===== config.mk =====
export PLATFORM = sky130hd
export DESIGN_NAME = imu_static_init_statistics
export DESIGN_NICKNAME = d
export VERILOG_FILES = /design/src/rtl/imu_sis_pkg.sv /design/src/rtl/imu_sis_unit.sv /design/src/rtl/imu_sis_apb.sv /design/src/rtl/imu_static_init_statistics.sv
export VERILOG_INCLUDE_DIRS = /design/src /design/src/rtl
export SDC_FILE = /design/constraint.sdc
export NUM_CORES = 2
export LEC_CHECK = 0
export ABC_AREA = 1
export BUFFER_PORTS_ARGS = -buffer_cell sky130_fd_sc_hd__buf_4
export CORE_ASPECT_RATIO = 2
export CORE_MARGIN = 1
export CORE_UTILIZATION = 60
export DETAILED_ROUTE_END_ITERATION = 10
export GPL_TIMING_DRIVEN = 1
export HOLD_SLACK_MARGIN = 0.1
export PLACE_DENSITY = 0.78
export SLEW_MARGIN = 15
export SYNTH_ARGS = -nofsm -noshare
export SYNTH_HDL_FRONTEND = slang
export SYNTH_SLANG_ARGS = --single-unit

===== constraint.sdc =====
create_clock -name clk -period 7.93 [get_ports clk]
set_input_delay 0.3965 -clock clk [delete_from_list [all_inputs] [get_ports clk]]
set_output_delay 0.3965 -clock clk [all_outputs]
set_load 0.005 [all_outputs]

===== src/rtl/imu_static_init_statistics_macros.svh =====
// ----------------------------------------------------------------------------
// IMU static initialisation statistics: assertion macros
// Shared macros for the concurrent assertions of the block.
// ----------------------------------------------------------------------------
`ifndef IMU_STATIC_INIT_STATISTICS_MACROS_SVH
`define IMU_STATIC_INIT_STATISTICS_MACROS_SVH

// The consequent must hold in the same cycle as the antecedent.
`define IMU_SIS_ASSERT(lbl, ante, cons, msg) \
  lbl: assert property (@(posedge clk) disable iff (!rst_n) (ante) |-> (cons)) \
    else $error(msg);

// The consequent must hold in the cycle after the antecedent.
`define IMU_SIS_ASSERT_NEXT(lbl, ante, cons, msg) \
  lbl: assert property (@(posedge clk) disable iff (!rst_n) (ante) |=> (cons)) \
    else $error(msg);

`endif


===== src/rtl/imu_sis_pkg.sv =====
// ----------------------------------------------------------------------------
// IMU static initialisation statistics: package
// Field widths, beat types, sequencer states and the shared unit interface.
// ----------------------------------------------------------------------------
package imu_sis_pkg;

  localparam int IN_W      = 16;
  localparam int NUM_AXES  = 6;
  localparam int AXIS_W    = 3;
  localparam int MEAN_W    = 32;
  localparam int VAR_W     = 48;
  localparam int CNT_W     = 16;
  localparam int CFG_AW    = 3;
  localparam int CFG_DW    = 32;
  localparam int UNIT_AW   = 64;
  localparam int UNIT_BW   = 32;

  typedef struct packed {
    logic signed [IN_W-1:0] acc_x;
    logic signed [IN_W-1:0] acc_y;
    logic signed [IN_W-1:0] acc_z;
    logic signed [IN_W-1:0] gyr_x;
    logic signed [IN_W-1:0] gyr_y;
    logic signed [IN_W-1:0] gyr_z;
    logic                   batch_end;
  } in_payload_t;

  typedef struct packed {
    logic [AXIS_W-1:0]        axis;
    logic signed [MEAN_W-1:0] mean_value;
    logic [VAR_W-1:0]         variance_value;
    logic [CNT_W-1:0]         sample_count;
    logic                     init_done;
    logic                     last_axis;
  } out_payload_t;

  typedef enum logic {
    UOP_MUL,
    UOP_DIV
  } unit_op_t;

  typedef struct packed {
    logic               start;
    unit_op_t           op;
    logic [UNIT_AW-1:0] a;
    logic [UNIT_BW-1:0] b;
  } unit_cmd_t;

  typedef struct packed {
    logic               busy;
    logic               done;
    logic [UNIT_AW-1:0] result;
  } unit_sts_t;

  typedef enum logic [3:0] {
    ST_IDLE,
    ST_NSQ,
    ST_NSQ_W,
    ST_DELTA,
    ST_MNUM,
    ST_MDIV_W,
    ST_MUPD,
    ST_DEV,
    ST_DABS,
    ST_SQ_W,
    ST_VMUL_W,
    ST_ADIV_W,
    ST_BMUL_W,
    ST_BDIV_W,
    ST_COUNT,
    ST_OUT
  } seq_state_t;

endpackage


===== src/rtl/imu_sis_unit.sv =====
// ----------------------------------------------------------------------------
// IMU static initialisation statistics: shared arithmetic unit
// Shift-add multiplier and restoring divider around one adder, one bit a cycle.
// ----------------------------------------------------------------------------
module imu_sis_unit (
  input  logic                   clk,
  input  logic                   rst_n,
  input  imu_sis_pkg::unit_cmd_t cmd,
  output imu_sis_pkg::unit_sts_t sts
);
  import imu_sis_pkg::*;

  localparam int CW = $clog2(UNIT_AW);

  logic               busy_r, busy_nxt;
  logic               done_r, done_nxt;
  unit_op_t           op_r, op_nxt;
  logic [CW-1:0]      cnt_r, cnt_nxt;
  logic [UNIT_AW-1:0] acc_r, acc_nxt;
  logic [UNIT_AW-1:0] x_r, x_nxt;
  logic [UNIT_BW-1:0] y_r, y_nxt;
  logic [UNIT_BW-1:0] rem_r, rem_nxt;

  logic [UNIT_BW:0]   shifted;
  logic [UNIT_AW-1:0] add_a, add_b;
  logic               sub;
  logic [UNIT_AW:0]   sum;
  logic               qbit;
  logic [CW-1:0]      last_step;

  assign shifted   = {rem_r, x_r[UNIT_AW-1]};
  assign sub       = (op_r == UOP_DIV);
  assign add_a     = sub ? UNIT_AW'(shifted) : acc_r;
  assign add_b     = sub ? UNIT_AW'(y_r) : x_r;
  assign sum       = {1'b0, add_a} + {1'b0, (sub ? ~add_b : add_b)} + (UNIT_AW+1)'(sub);
  assign qbit      = sum[UNIT_AW];
  assign last_step = (op_r == UOP_MUL) ? CW'(UNIT_BW - 1) : CW'(UNIT_AW - 1);

  always_comb begin
    busy_nxt = busy_r;
    done_nxt = 1'b0;
    op_nxt   = op_r;
    cnt_nxt  = cnt_r;
    acc_nxt  = acc_r;
    x_nxt    = x_r;
    y_nxt    = y_r;
    rem_nxt  = rem_r;
    if (busy_r) begin
      unique case (op_r)
        UOP_MUL: begin
          acc_nxt = y_r[0] ? sum[UNIT_AW-1:0] : acc_r;
          x_nxt   = x_r << 1;
          y_nxt   = y_r >> 1;
        end
        UOP_DIV: begin
          rem_nxt = qbit ? sum[UNIT_BW-1:0] : shifted[UNIT_BW-1:0];
          acc_nxt = {acc_r[UNIT_AW-2:0], qbit};
          x_nxt   = x_r << 1;
        end
      endcase
      cnt_nxt = cnt_r + 1'b1;
      if (cnt_r == last_step) begin
        busy_nxt = 1'b0;
        done_nxt = 1'b1;
      end
    end else if (cmd.start) begin
      busy_nxt = 1'b1;
      op_nxt   = cmd.op;
      cnt_nxt  = '0;
      acc_nxt  = '0;
      x_nxt    = cmd.a;
      y_nxt    = cmd.b;
      rem_nxt  = '0;
    end
  end

  always_ff @(posedge clk) begin
    if (!rst_n) begin
      busy_r <= 1'b0;
      done_r <= 1'b0;
      cnt_r  <= '0;
    end else begin
      busy_r <= busy_nxt;
      done_r <= done_nxt;
      cnt_r  <= cnt_nxt;
    end
  end

  always_ff @(posedge clk) begin
    op_r  <= op_nxt;
    acc_r <= acc_nxt;
    x_r   <= x_nxt;
    y_r   <= y_nxt;
    rem_r <= rem_nxt;
  end

  assign sts.busy   = busy_r;
  assign sts.done   = done_r;
  assign sts.result = acc_r;

endmodule


===== src/rtl/imu_sis_apb.sv =====
// ----------------------------------------------------------------------------
// IMU static initialisation statistics: configuration register
// APB-style slave holding the initialisation sample threshold.
// ----------------------------------------------------------------------------
module imu_sis_apb (
  input  logic                           clk,
  input  logic                           rst_n,
  input  logic                           cfg_psel,
  input  logic                           cfg_penable,
  input  logic                           cfg_pwrite,
  input  logic [imu_sis_pkg::CFG_AW-1:0] cfg_paddr,
  input  logic [imu_sis_pkg::CFG_DW-1:0] cfg_pwdata,
  output logic [imu_sis_pkg::CFG_DW-1:0] cfg_prdata,
  output logic                           cfg_pready,
  output logic [imu_sis_pkg::CNT_W-1:0]  threshold
);
  import imu_sis_pkg::*;

  localparam int IDX_W = CFG_AW - 2;
  localparam logic [IDX_W-1:0] REG_THRESHOLD = '0;
  localparam logic [CNT_W-1:0] THRESHOLD_RESET = CNT_W'(10);

  logic [CNT_W-1:0] thr_r, thr_nxt;
  logic [IDX_W-1:0] reg_idx;
  logic             wr_en;

  assign reg_idx    = cfg_paddr[CFG_AW-1:2];
  assign cfg_pready = 1'b1;
  assign wr_en      = cfg_psel && cfg_penable && cfg_pwrite && cfg_pready;

  always_comb begin
    thr_nxt = thr_r;
    if (wr_en && (reg_idx == REG_THRESHOLD)) begin
      thr_nxt = cfg_pwdata[CNT_W-1:0];
    end
  end

  always_ff @(posedge clk) begin
    if (!rst_n) begin
      thr_r <= THRESHOLD_RESET;
    end else begin
      thr_r <= thr_nxt;
    end
  end

  assign cfg_prdata = (reg_idx == REG_THRESHOLD) ? CFG_DW'(thr_r) : '0;
  assign threshold  = thr_r;

endmodule


===== src/rtl/imu_static_init_statistics.sv =====
// ----------------------------------------------------------------------------
// IMU static initialisation statistics
// Running mean and variance per axis of six-axis IMU samples, one shared unit.
// ----------------------------------------------------------------------------
// Usage. Samples enter on the in_ channel (in_valid, in_stall, in_data); a
// beat is taken when in_valid is high and in_stall is low. Results leave on
// the out_ channel in the same way. The threshold is written over the cfg_
// APB-style port; the user must write it only while the block is idle, which the block itself does not enforce.
// Every sample runs through a sequencer that drives one shared unit: a
// shift-add multiplier and a restoring divider. Each axis needs three
// divisions and three multiplications, and in_stall is high throughout
// the processing of a sample. A sample marked batch_end then gives six
// result beats, one per axis, the sixth with last_axis set. Once
// initialisation is done, samples are taken at once and discarded.
// A stalled result beat holds, and no new sample is taken until all six
// beats have gone. Reset clears the statistics, sets the count to one, arms
// the seeding of the means by the next sample and sets the threshold to 10.
// ----------------------------------------------------------------------------
`include "imu_static_init_statistics_macros.svh"

module imu_static_init_statistics #(
  parameter int SAMPLE_BITS = 16
) (
  input  logic                           clk,
  input  logic                           rst_n,
  input  logic                           in_valid,
  output logic                           in_stall,
  input  imu_sis_pkg::in_payload_t       in_data,
  output logic                           out_valid,
  input  logic                           out_stall,
  output imu_sis_pkg::out_payload_t      out_data,
  input  logic                           cfg_psel,
  input  logic                           cfg_penable,
  input  logic                           cfg_pwrite,
  input  logic [imu_sis_pkg::CFG_AW-1:0] cfg_paddr,
  input  logic [imu_sis_pkg::CFG_DW-1:0] cfg_pwdata,
  output logic [imu_sis_pkg::CFG_DW-1:0] cfg_prdata,
  output logic                           cfg_pready
);
  import imu_sis_pkg::*;

  localparam int XW    = SAMPLE_BITS;
  localparam int XSW   = XW + 16;
  localparam int EXT_W = (XW > IN_W) ? XW : IN_W;
  localparam int DW    = ((XSW > MEAN_W) ? XSW : MEAN_W) + 1;
  localparam int SW    = DW + 2;
  localparam logic [AXIS_W-1:0] LAST_AXIS = AXIS_W'(NUM_AXES - 1);

  function automatic logic signed [XW-1:0] sample_of(input logic [IN_W-1:0] raw);
    logic [EXT_W-1:0] ext;
    ext = EXT_W'(raw);
    return ext[XW-1:0];
  endfunction

  function automatic logic signed [MEAN_W-1:0] sat_mean(input logic signed [SW-1:0] v);
    logic hi, lo;
    hi = !v[SW-1] && (|v[SW-2:MEAN_W-1]);
    lo = v[SW-1] && !(&v[SW-2:MEAN_W-1]);
    if (hi) begin
      return {1'b0, {(MEAN_W-1){1'b1}}};
    end else if (lo) begin
      return {1'b1, {(MEAN_W-1){1'b0}}};
    end
    return v[MEAN_W-1:0];
  endfunction

  seq_state_t               state_r, state_nxt;
  logic [AXIS_W-1:0]        k_r, k_nxt;
  logic signed [XW-1:0]     smp_r [NUM_AXES];
  logic signed [XW-1:0]     smp_nxt [NUM_AXES];
  logic                     batch_end_r, batch_end_nxt;
  logic signed [MEAN_W-1:0] mean_r [NUM_AXES];
  logic signed [MEAN_W-1:0] mean_nxt [NUM_AXES];
  logic [VAR_W-1:0]         var_r [NUM_AXES];
  logic [VAR_W-1:0]         var_nxt [NUM_AXES];
  logic [CNT_W-1:0]         count_r, count_nxt;
  logic                     first_r, first_nxt;
  logic                     done_r, done_nxt;
  logic signed [DW-1:0]     delta_r, delta_nxt;
  logic [2*CNT_W-1:0]       nsq_r, nsq_nxt;
  logic [VAR_W-1:0]         t_r, t_nxt;
  logic [VAR_W-1:0]         a_r, a_nxt;

  unit_cmd_t                unit_cmd;
  unit_sts_t                unit_sts;
  logic [CNT_W-1:0]         threshold;

  logic signed [XW-1:0]     in_smp [NUM_AXES];
  logic signed [XSW-1:0]    xs_cur;
  logic signed [DW-1:0]     xs_ext, mean_ext, dev_diff;
  logic                     neg;
  logic [DW:0]              num_m;
  logic [SW-1:0]            q_ext;
  logic signed [SW-1:0]     sum_m;
  logic [DW-1:0]            absd;
  logic [UNIT_BW-1:0]       dm;
  logic [VAR_W+1:0]         var_sum;
  logic [CNT_W-1:0]         cnt_inc, nm1;
  logic [CNT_W-2:0]         half_n;
  logic                     in_acc;

  imu_sis_apb u_apb (
    .clk         (clk),
    .rst_n       (rst_n),
    .cfg_psel    (cfg_psel),
    .cfg_penable (cfg_penable),
    .cfg_pwrite  (cfg_pwrite),
    .cfg_paddr   (cfg_paddr),
    .cfg_pwdata  (cfg_pwdata),
    .cfg_prdata  (cfg_prdata),
    .cfg_pready  (cfg_pready),
    .threshold   (threshold)
  );

  imu_sis_unit u_unit (
    .clk   (clk),
    .rst_n (rst_n),
    .cmd   (unit_cmd),
    .sts   (unit_sts)
  );

  assign in_smp[0] = sample_of(in_data.acc_x);
  assign in_smp[1] = sample_of(in_data.acc_y);
  assign in_smp[2] = sample_of(in_data.acc_z);
  assign in_smp[3] = sample_of(in_data.gyr_x);
  assign in_smp[4] = sample_of(in_data.gyr_y);
  assign in_smp[5] = sample_of(in_data.gyr_z);

  assign in_stall = (state_r != ST_IDLE);
  assign in_acc   = in_valid && !in_stall;

  assign xs_cur   = {smp_r[k_r], 16'b0};
  assign xs_ext   = {{(DW-XSW){xs_cur[XSW-1]}}, xs_cur};
  assign mean_ext = {{(DW-MEAN_W){mean_r[k_r][MEAN_W-1]}}, mean_r[k_r]};
  assign dev_diff = xs_ext - mean_ext;
  assign neg      = delta_r[DW-1];
  assign half_n   = count_r[CNT_W-1:1];
  assign nm1      = count_r - 1'b1;
  assign cnt_inc  = (count_r == '1) ? count_r : count_r + 1'b1;

  assign num_m = {1'b0, (neg ? ~delta_r : delta_r)} + (DW+1)'(half_n) + (DW+1)'(neg);
  assign q_ext = {2'b00, unit_sts.result[DW-1:0]};
  assign sum_m = {{(SW-MEAN_W){mean_r[k_r][MEAN_W-1]}}, mean_r[k_r]}
               + (neg ? ~q_ext : q_ext) + SW'(neg);

  assign absd = neg ? -delta_r : delta_r;
  assign dm   = (|absd[DW-1:UNIT_BW]) ? '1 : absd[UNIT_BW-1:0];

  assign var_sum = {2'b00, a_r} + {1'b0, unit_sts.result[VAR_W:0]};

  always_comb begin
    state_nxt     = state_r;
    k_nxt         = k_r;
    smp_nxt       = smp_r;
    batch_end_nxt = batch_end_r;
    mean_nxt      = mean_r;
    var_nxt       = var_r;
    count_nxt     = count_r;
    first_nxt     = first_r;
    done_nxt      = done_r;
    delta_nxt     = delta_r;
    nsq_nxt       = nsq_r;
    t_nxt         = t_r;
    a_nxt         = a_r;
    unit_cmd      = '{start: 1'b0, op: UOP_MUL, a: '0, b: '0};

    unique case (state_r)
      ST_IDLE: begin
        if (in_acc && !done_r) begin
          smp_nxt       = in_smp;
          batch_end_nxt = in_data.batch_end;
          k_nxt         = '0;
          if (first_r) begin
            first_nxt = 1'b0;
            count_nxt = CNT_W'(1);
            for (int i = 0; i < NUM_AXES; i++) begin
              mean_nxt[i] = sat_mean(SW'($signed({in_smp[i], 16'b0})));
            end
          end
          state_nxt = ST_NSQ;
        end
      end
      ST_NSQ: begin
        unit_cmd  = '{start: 1'b1, op: UOP_MUL, a: UNIT_AW'(count_r), b: UNIT_BW'(count_r)};
        state_nxt = ST_NSQ_W;
      end
      ST_NSQ_W: begin
        if (unit_sts.done) begin
          nsq_nxt   = unit_sts.result[2*CNT_W-1:0];
          state_nxt = ST_DELTA;
        end
      end
      ST_DELTA: begin
        delta_nxt = dev_diff;
        state_nxt = ST_MNUM;
      end
      ST_MNUM: begin
        unit_cmd  = '{start: 1'b1, op: UOP_DIV, a: UNIT_AW'(num_m), b: UNIT_BW'(count_r)};
        state_nxt = ST_MDIV_W;
      end
      ST_MDIV_W: begin
        if (unit_sts.done) begin
          state_nxt = ST_MUPD;
        end
      end
      ST_MUPD: begin
        mean_nxt[k_r] = sat_mean(sum_m);
        state_nxt     = ST_DEV;
      end
      ST_DEV: begin
        delta_nxt = dev_diff;
        state_nxt = ST_DABS;
      end
      ST_DABS: begin
        unit_cmd  = '{start: 1'b1, op: UOP_MUL, a: UNIT_AW'(dm), b: dm};
        state_nxt = ST_SQ_W;
      end
      ST_SQ_W: begin
        if (unit_sts.done) begin
          t_nxt     = unit_sts.result[UNIT_AW-1:16];
          unit_cmd  = '{start: 1'b1, op: UOP_MUL, a: UNIT_AW'(var_r[k_r]),
                        b: UNIT_BW'(nm1)};
          state_nxt = ST_VMUL_W;
        end
      end
      ST_VMUL_W: begin
        if (unit_sts.done) begin
          unit_cmd  = '{start: 1'b1, op: UOP_DIV,
                        a: unit_sts.result + UNIT_AW'(half_n), b: UNIT_BW'(count_r)};
          state_nxt = ST_ADIV_W;
        end
      end
      ST_ADIV_W: begin
        if (unit_sts.done) begin
          a_nxt     = unit_sts.result[VAR_W-1:0];
          unit_cmd  = '{start: 1'b1, op: UOP_MUL, a: UNIT_AW'(t_r), b: UNIT_BW'(nm1)};
          state_nxt = ST_BMUL_W;
        end
      end
      ST_BMUL_W: begin
        if (unit_sts.done) begin
          unit_cmd  = '{start: 1'b1, op: UOP_DIV,
                        a: unit_sts.result + UNIT_AW'(nsq_r[2*CNT_W-1:1]), b: nsq_r};
          state_nxt = ST_BDIV_W;
        end
      end
      ST_BDIV_W: begin
        if (unit_sts.done) begin
          var_nxt[k_r] = (|var_sum[VAR_W+1:VAR_W]) ? '1 : var_sum[VAR_W-1:0];
          if (k_r == LAST_AXIS) begin
            k_nxt     = '0;
            state_nxt = ST_COUNT;
          end else begin
            k_nxt     = k_r + 1'b1;
            state_nxt = ST_DELTA;
          end
        end
      end
      ST_COUNT: begin
        count_nxt = cnt_inc;
        k_nxt     = '0;
        if (batch_end_r) begin
          if (cnt_inc > threshold) begin
            done_nxt = 1'b1;
          end
          state_nxt = ST_OUT;
        end else begin
          state_nxt = ST_IDLE;
        end
      end
      ST_OUT: begin
        if (!out_stall) begin
          if (k_r == LAST_AXIS) begin
            k_nxt     = '0;
            state_nxt = ST_IDLE;
          end else begin
            k_nxt = k_r + 1'b1;
          end
        end
      end
      default: begin
        state_nxt = ST_IDLE;
      end
    endcase
  end

  always_ff @(posedge clk) begin
    if (!rst_n) begin
      state_r  <= ST_IDLE;
      k_r      <= '0;
      count_r  <= CNT_W'(1);
      first_r  <= 1'b1;
      done_r   <= 1'b0;
      for (int i = 0; i < NUM_AXES; i++) begin
        mean_r[i] <= '0;
        var_r[i]  <= '0;
      end
    end else begin
      state_r  <= state_nxt;
      k_r      <= k_nxt;
      count_r  <= count_nxt;
      first_r  <= first_nxt;
      done_r   <= done_nxt;
      mean_r   <= mean_nxt;
      var_r    <= var_nxt;
    end
  end

  always_ff @(posedge clk) begin
    smp_r       <= smp_nxt;
    batch_end_r <= batch_end_nxt;
    delta_r     <= delta_nxt;
    nsq_r       <= nsq_nxt;
    t_r         <= t_nxt;
    a_r         <= a_nxt;
  end

  assign out_valid               = (state_r == ST_OUT);
  assign out_data.axis           = k_r;
  assign out_data.mean_value     = mean_r[k_r];
  assign out_data.variance_value = var_r[k_r];
  assign out_data.sample_count   = count_r;
  assign out_data.init_done      = done_r;
  assign out_data.last_axis      = (k_r == LAST_AXIS);

  `IMU_SIS_ASSERT(a_unit_start_idle, unit_cmd.start, !unit_sts.busy, "unit started while busy")
  `IMU_SIS_ASSERT(a_ready_unit_idle, !in_stall, !unit_sts.busy, "ready while unit busy")
  `IMU_SIS_ASSERT(a_seed_pending, first_r, !done_r && (count_r == CNT_W'(1)), "seed state broken")
  `IMU_SIS_ASSERT_NEXT(a_last_beat, out_valid && !out_stall && out_data.last_axis, !out_valid, "result beat after the sixth")
  `IMU_SIS_ASSERT_NEXT(a_done_discard, in_acc && done_r, !in_stall && !out_valid, "sample processed after done")

endmodule

==> results.ini, run 1 <==
[global_route]
gr-total-overflow = 122
grt_first_pass_wirelength_um = 480000
grtUsageTotal_pct = 61.6
grt_pass1_vias = 70104
grt_max_degree = 242

[die]
fp.dieH_um = 460
num_rows = 167
initial_core_util_pct = 60.7
ios = 275
die_x_um = 231

[yosys]
synthCells = 8534
synth-edff-count = 450
ys.flop_type = dfxtp_1
syn_avg_cell_area_um2 = 7.37
synthArstFlopShare_pct = 0
seq_area_frac_synth_pct = 38.4
yosysWarningCount = 0
ys_types = 75
syn-cell-area_um2 = 62900
synth-seq-cells = 980

[outcome]
first-error = [ERROR GRT-0116] Global routing finished with congestion. Check the congestion regions in the DRC Viewer.
status = aborted with a tool error
stop_stage = 5_1_grt

[cts]
clkSinkCount = 980
clockBufferDepth = 3
h-tree-depth = 3
cts_buffers = 90
cts_root_buf = clkbuf_16
cts_setup_buffers = 0

[placed_design]
gp_congestion = 1.22
place_hpwl_um = 214000
port_buffers = 239

[kinds of logic after synthesis]
kind of cell             after synthesis  synth area share, %
buffers and inverters               1640                 10.3
flip-flops                           980                 38.4
adder cells (fa/ha/maj)              247                 4.99
AO/OA/AOI/OAI                       2410                 22.7
other                                  2               0.0119
XOR/XNOR                             234                 3.26
AND/OR/NAND/NOR                     3021                 20.4
[timing repair]
| action | CTS |
|---|---|
| hold buffers | 114 |
| hold endpoints to repair | 210 |
| gates resized for setup | 0 |
[layer usage]
metal / GRT overflow / global-route usage (%)
met5: 0 / 1.87
met4: 40 / 67.2
met2: 80 / 89.3
met3: 2 / 31.2
met1: 0 / 60.3
[metrics by stage]
stage,setup WS (ps),area (µm²),cells
CTS,1790,69800,10116
detailed placement,1820,65600,9832
global placement,1900,65600,9832
floorplan,2020,62900,8549
[synth_stat cells (27+ instances only)]
| cell | instances | area share, % |
|---|---|---|
| o221ai_1 | 56 | 0.78 |
| edfxtp_1 | 450 | 21 |
| dfxtp_1 | 530 | 17 |
| a31oi_1 | 108 | 1.1 |
| buf_4 | 32 | 0.38 |
| o21ai_0 | 662 | 5.3 |
| a21oi_1 | 853 | 6.8 |
| xnor2_1 | 80 | 1.1 |
| nor2_1 | 636 | 3.8 |
| ha_1 | 241 | 4.8 |
| o22ai_1 | 114 | 1.1 |
| or2_2 | 32 | 0.32 |
| nor4_1 | 32 | 0.32 |
| a21o_1 | 57 | 0.68 |
| nand3_1 | 608 | 4.8 |
| nand2_1 | 1488 | 8.9 |
| xor2_1 | 154 | 2.1 |
| inv_1 | 1177 | 7.0 |
| nor3_1 | 94 | 0.75 |
| o21a_1 | 27 | 0.32 |
| buf_2 | 44 | 0.35 |
| nand4_1 | 80 | 0.80 |
| clkbuf_1 | 287 | 1.7 |
| buf_1 | 43 | 0.26 |
| a22oi_1 | 126 | 1.5 |
| o211ai_1 | 227 | 2.7 |
==> inputs of run 2 (changes only) <==
CORE_ASPECT_RATIO = not set   (was 2)
CORE_UTILIZATION = 40   (was 60)
HOLD_SLACK_MARGIN = not set   (was 0.1)
PLACE_DENSITY = not set   (was 0.78)
PLACE_DENSITY_LB_ADDON = 0.15   (was not set)
==> run 2 against run 1 <==
  * The flow now finishes without violations
  * Area after synthesis unchanged
  * Synthesized cell count is the same
==> results.ini, run 2 <==
[outcome]
status = completed

[global_route]
top_usage_layer = met2
antenna_found_initial = 15
met2_usage_pct = 49.5
met1_usage_pct = 44.9
gr-total-overflow = 0
grtUsageTotal_pct = 32.4
grt_max_degree = 142
use_met3_pct = 5.86
grt_first_pass_wirelength_um = 387000
grt_pass1_vias = 58086

[yosys]
synth-seq-cells = 980  ; unchanged
synthCells = 8534  ; unchanged
synthArstFlopShare_pct = 0  ; unchanged
synth_top_area_share_pct = 21.5  ; unchanged
synth_common_cells = nand2_1 (1,488), inv_1 (1,177), a21oi_1 (853), o21ai_0 (662), nor2_1 (636)
ys.flop_type = dfxtp_1
yosysTopAreaCell = edfxtp_1
syn-cell-area_um2 = 62900  ; unchanged
seq_area_frac_synth_pct = 38.4  ; unchanged
synth-edff-count = 450  ; unchanged
syn_avg_cell_area_um2 = 7.37  ; unchanged
yosysMostFrequentCell = nand2_1
netlist_top_cells_area = edfxtp_1 (21%), dfxtp_1 (17%), nand2_1 (8.9%), inv_1 (7.0%), a21oi_1 (6.8%)
yosysWarningCount = 0  ; unchanged
ys_types = 75  ; unchanged

[finish]
largest-register = var_r
fin_area_um2 = 71800
drive_gt1_share_pct = 8.14
final_common_cell = nand2_1
syn_to_final_growth_pct = 14.2
final_cell_mix = nand2_1 (1,487), inv_1 (1,173), a21oi_1 (853)
reg.largest.list = var_r: 288 flops, mean_r: 192 flops, smp_r: 96 flops
largest_register_ffs = 288
fillers = 15858
fin_util_pct = 46.0
final_nets = 9122

[power_and_ir_drop]
seq_power_share_pct = 26.0
switching_share_pct = 51.2
leakage_nw = 29.6
comb_power_share_pct = 54.2
cellInternalPower_mw = 13.7
ir_drop_mv = 0.360
finalPower_mw = 28.1
power_density_nw_per_um2 = 392
switchingPower_mw = 14.4
p_clk_share_pct = 19.8

[cts]
cts_setup_buffers = 0  ; unchanged
h-tree-depth = 3  ; unchanged
cts_hold_buf = 113  ; -0.88%
cts_buffers = 115  ; +28%
clk_latency_ps = 780
clockBufferDepth = 3  ; unchanged
cts_root_buf = clkbuf_16
cts_tree = done
cts_resized = 0  ; unchanged
path_clk_slew_ps = 60
clkSinkCount = 980  ; unchanged

[sta]
relSlewSlack_pct = 17.2
setup-tns-final_ps = 0
period_share_pct = 75.9
hold_viol = 0
fmax_mhz = 166
tightest_slew_ps = 1240
setup_violations = 0
skew_ps = 33.4
rsz0062_at_grt = false
post-route-min-period_ps = 6020
maxSlewViolCount = 0
fin_hold_ws_ps = 90.7

[worst_setup_path]
cpPeakStageDelay_ps = 660
cp_top_family = simple AND/OR/NAND/NOR gates
path_buf_inv = 4
start_kind = flip-flop
crit_path_end_kind = flip-flop
slowest_stage = dfxtp_1
path_cells = nand2_4 -> nor2_4 -> inv_2 -> o221ai_2 -> inv_1 -> fa_1 -> o21ai_1 -> nand2_1 -> nand2_1 -> nand3_1 -> nand2_1 -> nand3_1 -> nand2_1 -> nand2_1 -> a22oi_2 -> inv_2 -> nand2_8 -> buf_4 -> nand3_1 -> a21oi_1
crit_path_max_fanout = 101
crit_top_cell = nand2_1
crit_type = flip-flop to flip-flop
crit_required_ps = 8630
cp_data_arrival_time_ps = 6720

[flow_run]
max_cap_viol_count = 0

[drt]
postRouteAntennaNets = 0
drcViolationCount = 0
drtPass1Iterations = 8
drt_iter0_drc = 7204
routedWlPerCell_um = 24.2
num_vias = 62910
vias_per_cell = 5.77
routed_wl_um = 264000

[die]
fp.dieH_um = 398  ; -13%
die_x_um = 398  ; +73%
ios = 275  ; unchanged
core_area_um2 = 156000
initial_core_util_pct = 40.3  ; -20 points
dieArea_um2 = 159000
num_rows = 145  ; -13%

[placed_design]
place_hpwl_um = 195000  ; -8.6%
port_buffers = 239  ; unchanged
placed_area_um2 = 66700  ; +1.7%
gp_congestion = 1.01  ; -18%

[hold_path]
min_path_type = input port to flip-flop

## run 2: metrics by stage
step	worst slack, ps	cells
2_1_floorplan	2020	8549
3_3_place_gp	2000	10564
3_5_place_dp	1990	10564
4_1_cts	1990	10893
5_1_grt	1600	10893
6_report	1910	10896
## run 2: final timing paths
check | startpoint | end | slack, ps | depth (start not counted)
worst max register to register | k_r[0]$_SDFFE_PN0P_ | mean_r[94]$_SDFFE_PN0P_ | 1910 | 20
worst max-delay path | k_r[0]$_SDFFE_PN0P_ | mean_r[94]$_SDFFE_PN0P_ | 1910 | 20
worst min register to register | first_r$_SDFFE_PN1P_ | first_r$_SDFFE_PN1P_ | 450 | 2
worst min-delay path | cfg_penable | u_apb.threshold[1]$_SDFFE_PN1P_ | 90 | 3
## run 2: worst register-to-register path, delay by kind of cell, from the launching register on
family,cells,cell delay (ps)
AND/OR/NAND/NOR,11,2420
buffers and inverters,4,1330
AO/OA/AOI/OAI,4,1080
flip-flops,1,660
adder cells (fa/ha/maj),1,470
## run 2: cells by family (layout without fill, tap and decap cells)
kind of cell               after synthesis  count (layout)  share of synthesized area [%]
adders and majority gates              247             247                           4.99
AOI/OAI and AO/OA                     2410            2410                           22.7
buffers and inverters                 1640            1926                           10.3
xor gates and xnor gates               234             234                           3.26
and+or+nand+nor                       3021            3021                           20.4
DFF                                    980             980                           38.4
other                                    2              20                         0.0119
## run 2: area by class of cell
class / instances / area (µm²) / share of cell area, %
antenna: 3 / 7.51 / 0.0105
clock buffer: 150 / 3210 / 4.48
clock inverter: 66 / 732 / 1.02
inverter: 1212 / 4570 / 6.37
multi-input combinational: 5929 / 32500 / 45.2
sequential: 980 / 24100 / 33.6
tap: 2058 / 2570 / 3.59
timing repair buffer: 498 / 4070 / 5.67
## run 2: power by group through the flow
stage | Clock, mW | Sequential [mW] | Combinational, mW
after detailed placement | 0 | 7.39 | 14.8
after floorplan | 0 | 7.17 | 9.66
after CTS | 5.62 | 7.29 | 14.9
after global placement | 0 | 7.37 | 14.8
final | 5.57 | 7.32 | 15.2
after global routing | 5.82 | 7.37 | 16.4
## run 2: layer usage
metal  up-vias  part of all wire (%)
met2      2824                    43
met5         -                 0.015
met1     29949                    43
met4         6                   4.6
li1      29652                     -
met3       479                   8.9
(Power assumes the default switching activity.)
